File: src/rtl/count_sorted_record_store_defines.svh
// Assertion macros for the count-sorted record store.
// Included by modules that carry concurrent checks; needs clk and arst_n in scope.
`ifndef COUNT_SORTED_RECORD_STORE_DEFINES_SVH
`define COUNT_SORTED_RECORD_STORE_DEFINES_SVH
`ifndef SYNTHESIS
// check a property on every clock edge outside reset
`define CSRS_ASSERT(lbl, prop, msg) \
	lbl: assert property (@(posedge clk) disable iff (!arst_n) prop) else $error(msg);
// check a property on every clock edge, reset included
`define CSRS_ASSERT_ALWAYS(lbl, prop, msg) \
	lbl: assert property (@(posedge clk) prop) else $error(msg);
`else
`define CSRS_ASSERT(lbl, prop, msg)
`define CSRS_ASSERT_ALWAYS(lbl, prop, msg)
`endif
`endif

File: src/rtl/csrs_pkg.sv
// Shared types and sizes for the count-sorted record store.
// No dependencies; used by csrs_cell and count_sorted_record_store.
package csrs_pkg;

	localparam int CAPACITY = 16;
	localparam int FILL_W   = $clog2(CAPACITY + 1);
	localparam int COUNT_W  = 32;
	localparam int TAG_W    = 20;

	localparam logic OP_INSERT = 1'b0;
	localparam logic OP_DRAIN  = 1'b1;

	localparam logic ST_RECORD = 1'b0;
	localparam logic ST_REJECT = 1'b1;

	typedef struct packed {
		logic [COUNT_W-1:0] cnt;
		logic [TAG_W-1:0]   tag;
	} record_t;

	// per-cycle command broadcast to every cell
	typedef struct packed {
		logic ins;
		logic shift;
	} cell_ctl_t;

endpackage

File: src/rtl/csrs_cell.sv
// One cell of the sorting chain: holds one record, opens a gap on insert,
// and passes its record toward the head on drain. Depends on csrs_pkg.
module csrs_cell (
	input  logic               clk,
	input  csrs_pkg::cell_ctl_t ctl,
	input  logic               occ,
	input  csrs_pkg::record_t  new_rec,
	input  logic               left_take,
	input  csrs_pkg::record_t  left_rec,
	input  csrs_pkg::record_t  right_rec,
	output logic               take,
	output csrs_pkg::record_t  rec
);
	import csrs_pkg::*;

	record_t rec_q;

	// claim the new record if this slot is free or holds a larger count
	assign take = !occ || (rec_q.cnt > new_rec.cnt);
	assign rec  = rec_q;

	// load new record at the insert point, take the left record behind it,
	// advance toward the head on drain
	always_ff @(posedge clk) begin
		if (ctl.ins && take) begin
			rec_q <= left_take ? left_rec : new_rec;
		end else if (ctl.shift) begin
			rec_q <= right_rec;
		end
	end

endmodule

File: src/rtl/count_sorted_record_store.sv
// Top level of the count-sorted record store: chain of sorting cells,
// fill counter, drain sequencer and result register. Depends on csrs_pkg,
// csrs_cell and count_sorted_record_store_defines.svh.

// Keeps up to CAPACITY (count, tag) records in ascending count order; equal
// counts keep arrival order. A request is taken when start is high and busy
// is low. The next request may follow an insert at once; every cell
// compares the new count in parallel and the chain shifts in the same
// cycle. An insert into a full store returns the record in the next cycle
// with status 1 and last_of_run 1. A drain raises busy until the store is
// empty and emits one record per cycle on result_valid from the head cell
// through the result register, shifting the chain toward its head; the
// final record carries last_of_run. Results are shown for exactly one
// cycle and cannot be held off, so the receiver must take every strobe.
// A drain of an empty store returns nothing.
`include "count_sorted_record_store_defines.svh"
module count_sorted_record_store (
	input  logic                          clk,
	input  logic                          arst_n,
	input  logic                          start,
	output logic                          busy,
	input  logic                          opcode,
	input  logic [csrs_pkg::COUNT_W-1:0]  key_count,
	input  logic [csrs_pkg::TAG_W-1:0]    word_tag,
	output logic                          result_valid,
	output logic                          status,
	output logic [csrs_pkg::COUNT_W-1:0]  out_count,
	output logic [csrs_pkg::TAG_W-1:0]    out_tag,
	output logic                          last_of_run
);
	import csrs_pkg::*;

	logic [FILL_W-1:0] fill_q;
	logic              draining_q;
	logic              result_valid_q;
	logic              status_q;
	logic              last_q;
	record_t           out_rec_q;

	logic      accept;
	logic      full;
	logic      do_insert;
	logic      do_reject;
	logic      do_drain;
	cell_ctl_t ctl;
	record_t   new_rec;

	logic    [CAPACITY-1:0] occ;
	logic    [CAPACITY-1:0] take;
	record_t                rec [CAPACITY];

	// decode the request
	assign accept    = start && !draining_q;
	assign full      = (fill_q == FILL_W'(CAPACITY));
	assign do_insert = accept && (opcode == OP_INSERT) && !full;
	assign do_reject = accept && (opcode == OP_INSERT) && full;
	assign do_drain  = accept && (opcode == OP_DRAIN) && (fill_q != '0);

	assign new_rec.cnt = key_count;
	assign new_rec.tag = word_tag;
	assign ctl.ins     = do_insert;
	assign ctl.shift   = draining_q;

	// build the chain
	for (genvar i = 0; i < CAPACITY; i++) begin : g_cell
		logic    lt;
		record_t lr;
		record_t rr;

		assign occ[i] = (fill_q > FILL_W'(i));

		if (i == 0) begin : g_head
			assign lt = 1'b0;
			assign lr = new_rec;
		end else begin : g_body
			assign lt = take[i-1];
			assign lr = rec[i-1];
		end

		if (i == CAPACITY - 1) begin : g_tail
			assign rr = rec[i];
		end else begin : g_inner
			assign rr = rec[i+1];
		end

		csrs_cell u_cell (
			.clk       (clk),
			.ctl       (ctl),
			.occ       (occ[i]),
			.new_rec   (new_rec),
			.left_take (lt),
			.left_rec  (lr),
			.right_rec (rr),
			.take      (take[i]),
			.rec       (rec[i])
		);
	end

	// track occupancy and the drain run
	always_ff @(posedge clk or negedge arst_n) begin
		if (!arst_n) begin
			fill_q         <= '0;
			draining_q     <= 1'b0;
			result_valid_q <= 1'b0;
		end else begin
			result_valid_q <= do_reject || draining_q;
			if (do_insert) begin
				fill_q <= fill_q + FILL_W'(1);
			end else if (draining_q) begin
				fill_q <= fill_q - FILL_W'(1);
				if (fill_q == FILL_W'(1)) begin
					draining_q <= 1'b0;
				end
			end
			if (do_drain) begin
				draining_q <= 1'b1;
			end
		end
	end

	// register the result payload
	always_ff @(posedge clk) begin
		if (draining_q) begin
			out_rec_q <= rec[0];
			status_q  <= ST_RECORD;
			last_q    <= (fill_q == FILL_W'(1));
		end else if (do_reject) begin
			out_rec_q <= new_rec;
			status_q  <= ST_REJECT;
			last_q    <= 1'b1;
		end
	end

	assign busy         = draining_q;
	assign result_valid = result_valid_q;
	assign status       = status_q;
	assign out_count    = out_rec_q.cnt;
	assign out_tag      = out_rec_q.tag;
	assign last_of_run  = last_q;

	// checks
	`CSRS_ASSERT(a_drain_nonempty, draining_q |-> (fill_q != '0), "drain running on empty store")
	`CSRS_ASSERT_ALWAYS(a_fill_bound, fill_q <= FILL_W'(CAPACITY), "fill count beyond capacity")
	`CSRS_ASSERT(a_reject_full, (result_valid_q && status_q == ST_REJECT) |-> $past(full), "reject while not full")
	`CSRS_ASSERT(a_drain_order, (result_valid_q && status_q == ST_RECORD && !last_q) |=> (result_valid_q && out_rec_q.cnt >= $past(out_rec_q.cnt)), "drain out of order")

endmodule

File: config.mk
export PLATFORM = sky130hd
export DESIGN_NAME = count_sorted_record_store
export DESIGN_NICKNAME = d
export VERILOG_FILES = /design/src/rtl/csrs_pkg.sv /design/src/rtl/csrs_cell.sv /design/src/rtl/count_sorted_record_store.sv
export VERILOG_INCLUDE_DIRS = /design/src /design/src/rtl
export SDC_FILE = /design/constraint.sdc
export NUM_CORES = 2
export LEC_CHECK = 0
export BUFFER_PORTS_ARGS = -buffer_cell sky130_fd_sc_hd__buf_2
export CORE_ASPECT_RATIO = 1.25
export CORE_MARGIN = 2
export CORE_UTILIZATION = 45
export DETAILED_ROUTE_END_ITERATION = 16
export PLACE_DENSITY_LB_ADDON = 0.05
export SLEW_MARGIN = 20
export SYNTH_ARGS = -nofsm -noshare
export SYNTH_HDL_FRONTEND = slang
export SYNTH_HIERARCHICAL = 1
export SYNTH_SLANG_ARGS = --single-unit
File: constraint.sdc
create_clock -name clk -period 4.73 [get_ports clk]
set_input_delay 0.946 -clock clk [delete_from_list [all_inputs] [get_ports clk]]
set_output_delay 0.946 -clock clk [all_outputs]
set_load 0.1 [all_outputs]
==> results.txt <==
WL met2: 173,900 um
Core Region: 192,300 um2
CP endpoint kind: flop
setup TNS: 0 ns
met1 wire length: 132,400 um
Worst EP arrival: 4.51 ns
first-pass GRT wire length: 523,400 um
status: finished clean
via density per instance: 6.979
Clock Path Buffers: 3
clock sinks: 893
final hold vios: 0
Max Clock Freq: 251.3 MHz
Initial Util: 45.20%
Synth Instances: 8,933
Final nets: 9,119
RSZ-0062 raised after global routing: false
Die Y: 495.4 um
clock skew: 0.06580 ns
worst vdd ir: 0.0004342 V
IO Pins: 112
layout cell share with drive strength beyond 1: 20.53%
metal3 WL: 23,230 um
fin crit share: 84.12%
commonest non-fill, non-tap cell in the layout: nand2_1
largest net degree at the start of global routing: 99
syn avg cell area: 9.733 um2
CP startpoint kind: input pin
TritonCTS Buffers: 111
H-tree depth: 3
DR iter-0 viols: 7,915
All-Layer GR Usage: 35.28%
MaxCap Viol Count: 0
Congestion Overflow GR: 0
Skew-Pair Late Insertion Delay: 0.80 ns
die area: 196,800 um2
PortBufs: 111
Layout Cells excl Fill: 11,190
DPL Wire Length: 248,100 um
routed wire length per instance: 32.18 um
actual slew at the worst max-slew pin: 1.089 ns
worst setup margin: 0.7509 ns
number of global-route vias before repair: 75,940
WS Path Type: input pin to flop
most frequent cells in the layout: 934 x nand2_1, 885 x edfxtp_1, 833 x o22ai_1
DR pass1 iterations: 7
placed instance count: 10,980
final antenna-violating net count: 0
Setup Viol. Count Final: 0
Die Wd: 397.2 um
CTS tree: done
Synth Cell Area: 86,940 um2
area grow syn2layout: 7.344%
Syn. warnings: 6
routed wire length: 360,200 um
DR vias: 78,100
worst min path class: flop to flop
top layer in use: met5
Crit Path Max Fanout: 33
drt drc: 0
Leak: 33.83 nW
worst slack at placement: 0.09943 ns
Root Driver: clkbuf_16
Required @ worst endpoint: 5.26 ns
Max-Slew Margin vs Limit: 27.40%
PD cells: 805.6 nW/um2
initial antenna violation count: 14
GP Congestion: 0.9232
fin. max-slew vios: 0
post_cts resized: 0
min cycle time layout: 3.979 ns
Core Rows: 180
clk slew on worst S/H paths: 0.07 ns
==> worst paths after layout <==
| check | cells after the start | startpoint | to | slack [ns] |
|---|---|---|---|---|
| max | 13 | key_count[12] | g_cell[6].u_cell/rec[38] | 0.75 |
| min | 2 | status | status | 0.49 |
| max reg2reg | 10 | g_cell[5].u_cell/rec[49] | g_cell[6].u_cell/rec[38] | 0.79 |
| min reg2reg | 2 | status | status | 0.49 |
| max in group asynchronous | 2 | arst_n | busy | 4.01 |
| min in group asynchronous | 2 | arst_n | fill_q[4] | 0.51 |
==> flip-flops by register name (all words and copies together), names as in the netlist <==
register	flops
status	1
out_tag	20
last_of_run	1
busy	1
g_cell.u_cell/rec	832
out_count	32
result_valid	1
fill_q	5
==> per-layer routing <==
metal | vias up | global-route usage (%)
li1 | 34650 | -
met1 | 38960 | 40.92
met2 | 3426 | 59.27
met3 | 1058 | 5.063
met4 | 10 | 25.95
met5 | - | 0
==> power by group <==
| group | switching, mW | internal (mW) | total (mW) |
|---|---|---|---|
| Clock | 4.00 | 4.91 | 8.91 |
| Sequential | 7.87 | 15.8 | 23.6 |
| Combinational | 25.6 | 17.1 | 42.6 |
| Total | 37.4 | 37.7 | 75.2 |
==> layout make-up <==
class                   count  area [um2]
diodes                      4       10.01
clock buffers             132        2856
clock inverters            75       733.2
flip-flops and latches    893       26770
inverters                 533        2001
repair buffers            470        4379
multi-input cells        6536       53390
well taps                2548        3188
fillers                 17980       99010
==> through the flow <==
step,hold slack (ns),area (um2),util (%),power (mW)
final,0.4890,93330,48.52,75.19
after global routing,0.5225,93330,48.52,79.01
after CTS,0.4559,93320,48.52,74.67
after detailed placement,0.4779,89720,46.65,65.61
after global placement,0.4759,89720,46.65,64.70
after floorplan,0.5501,86950,-,51.74
==> worst max-delay path, cell delays in order <==
cell	delay [ns]
buf_2	0.17
buf_12	0.18
inv_1	0.16
ha_1	0.32
nand4_1	0.19
a2111oi_2	0.39
o31a_2	0.23
nor2_1	0.08
o21ai_4	0.80
buf_4	0.46
o211ai_1	0.19
a211oi_1	0.24
nor3_1	0.09
==> what timing repair did <==
item                      in CTS  in global routing
buffers inserted               0                  0
hold buffers                   1                  0
hold endpoints to repair       7                  0
(Power assumes the default switching activity.)
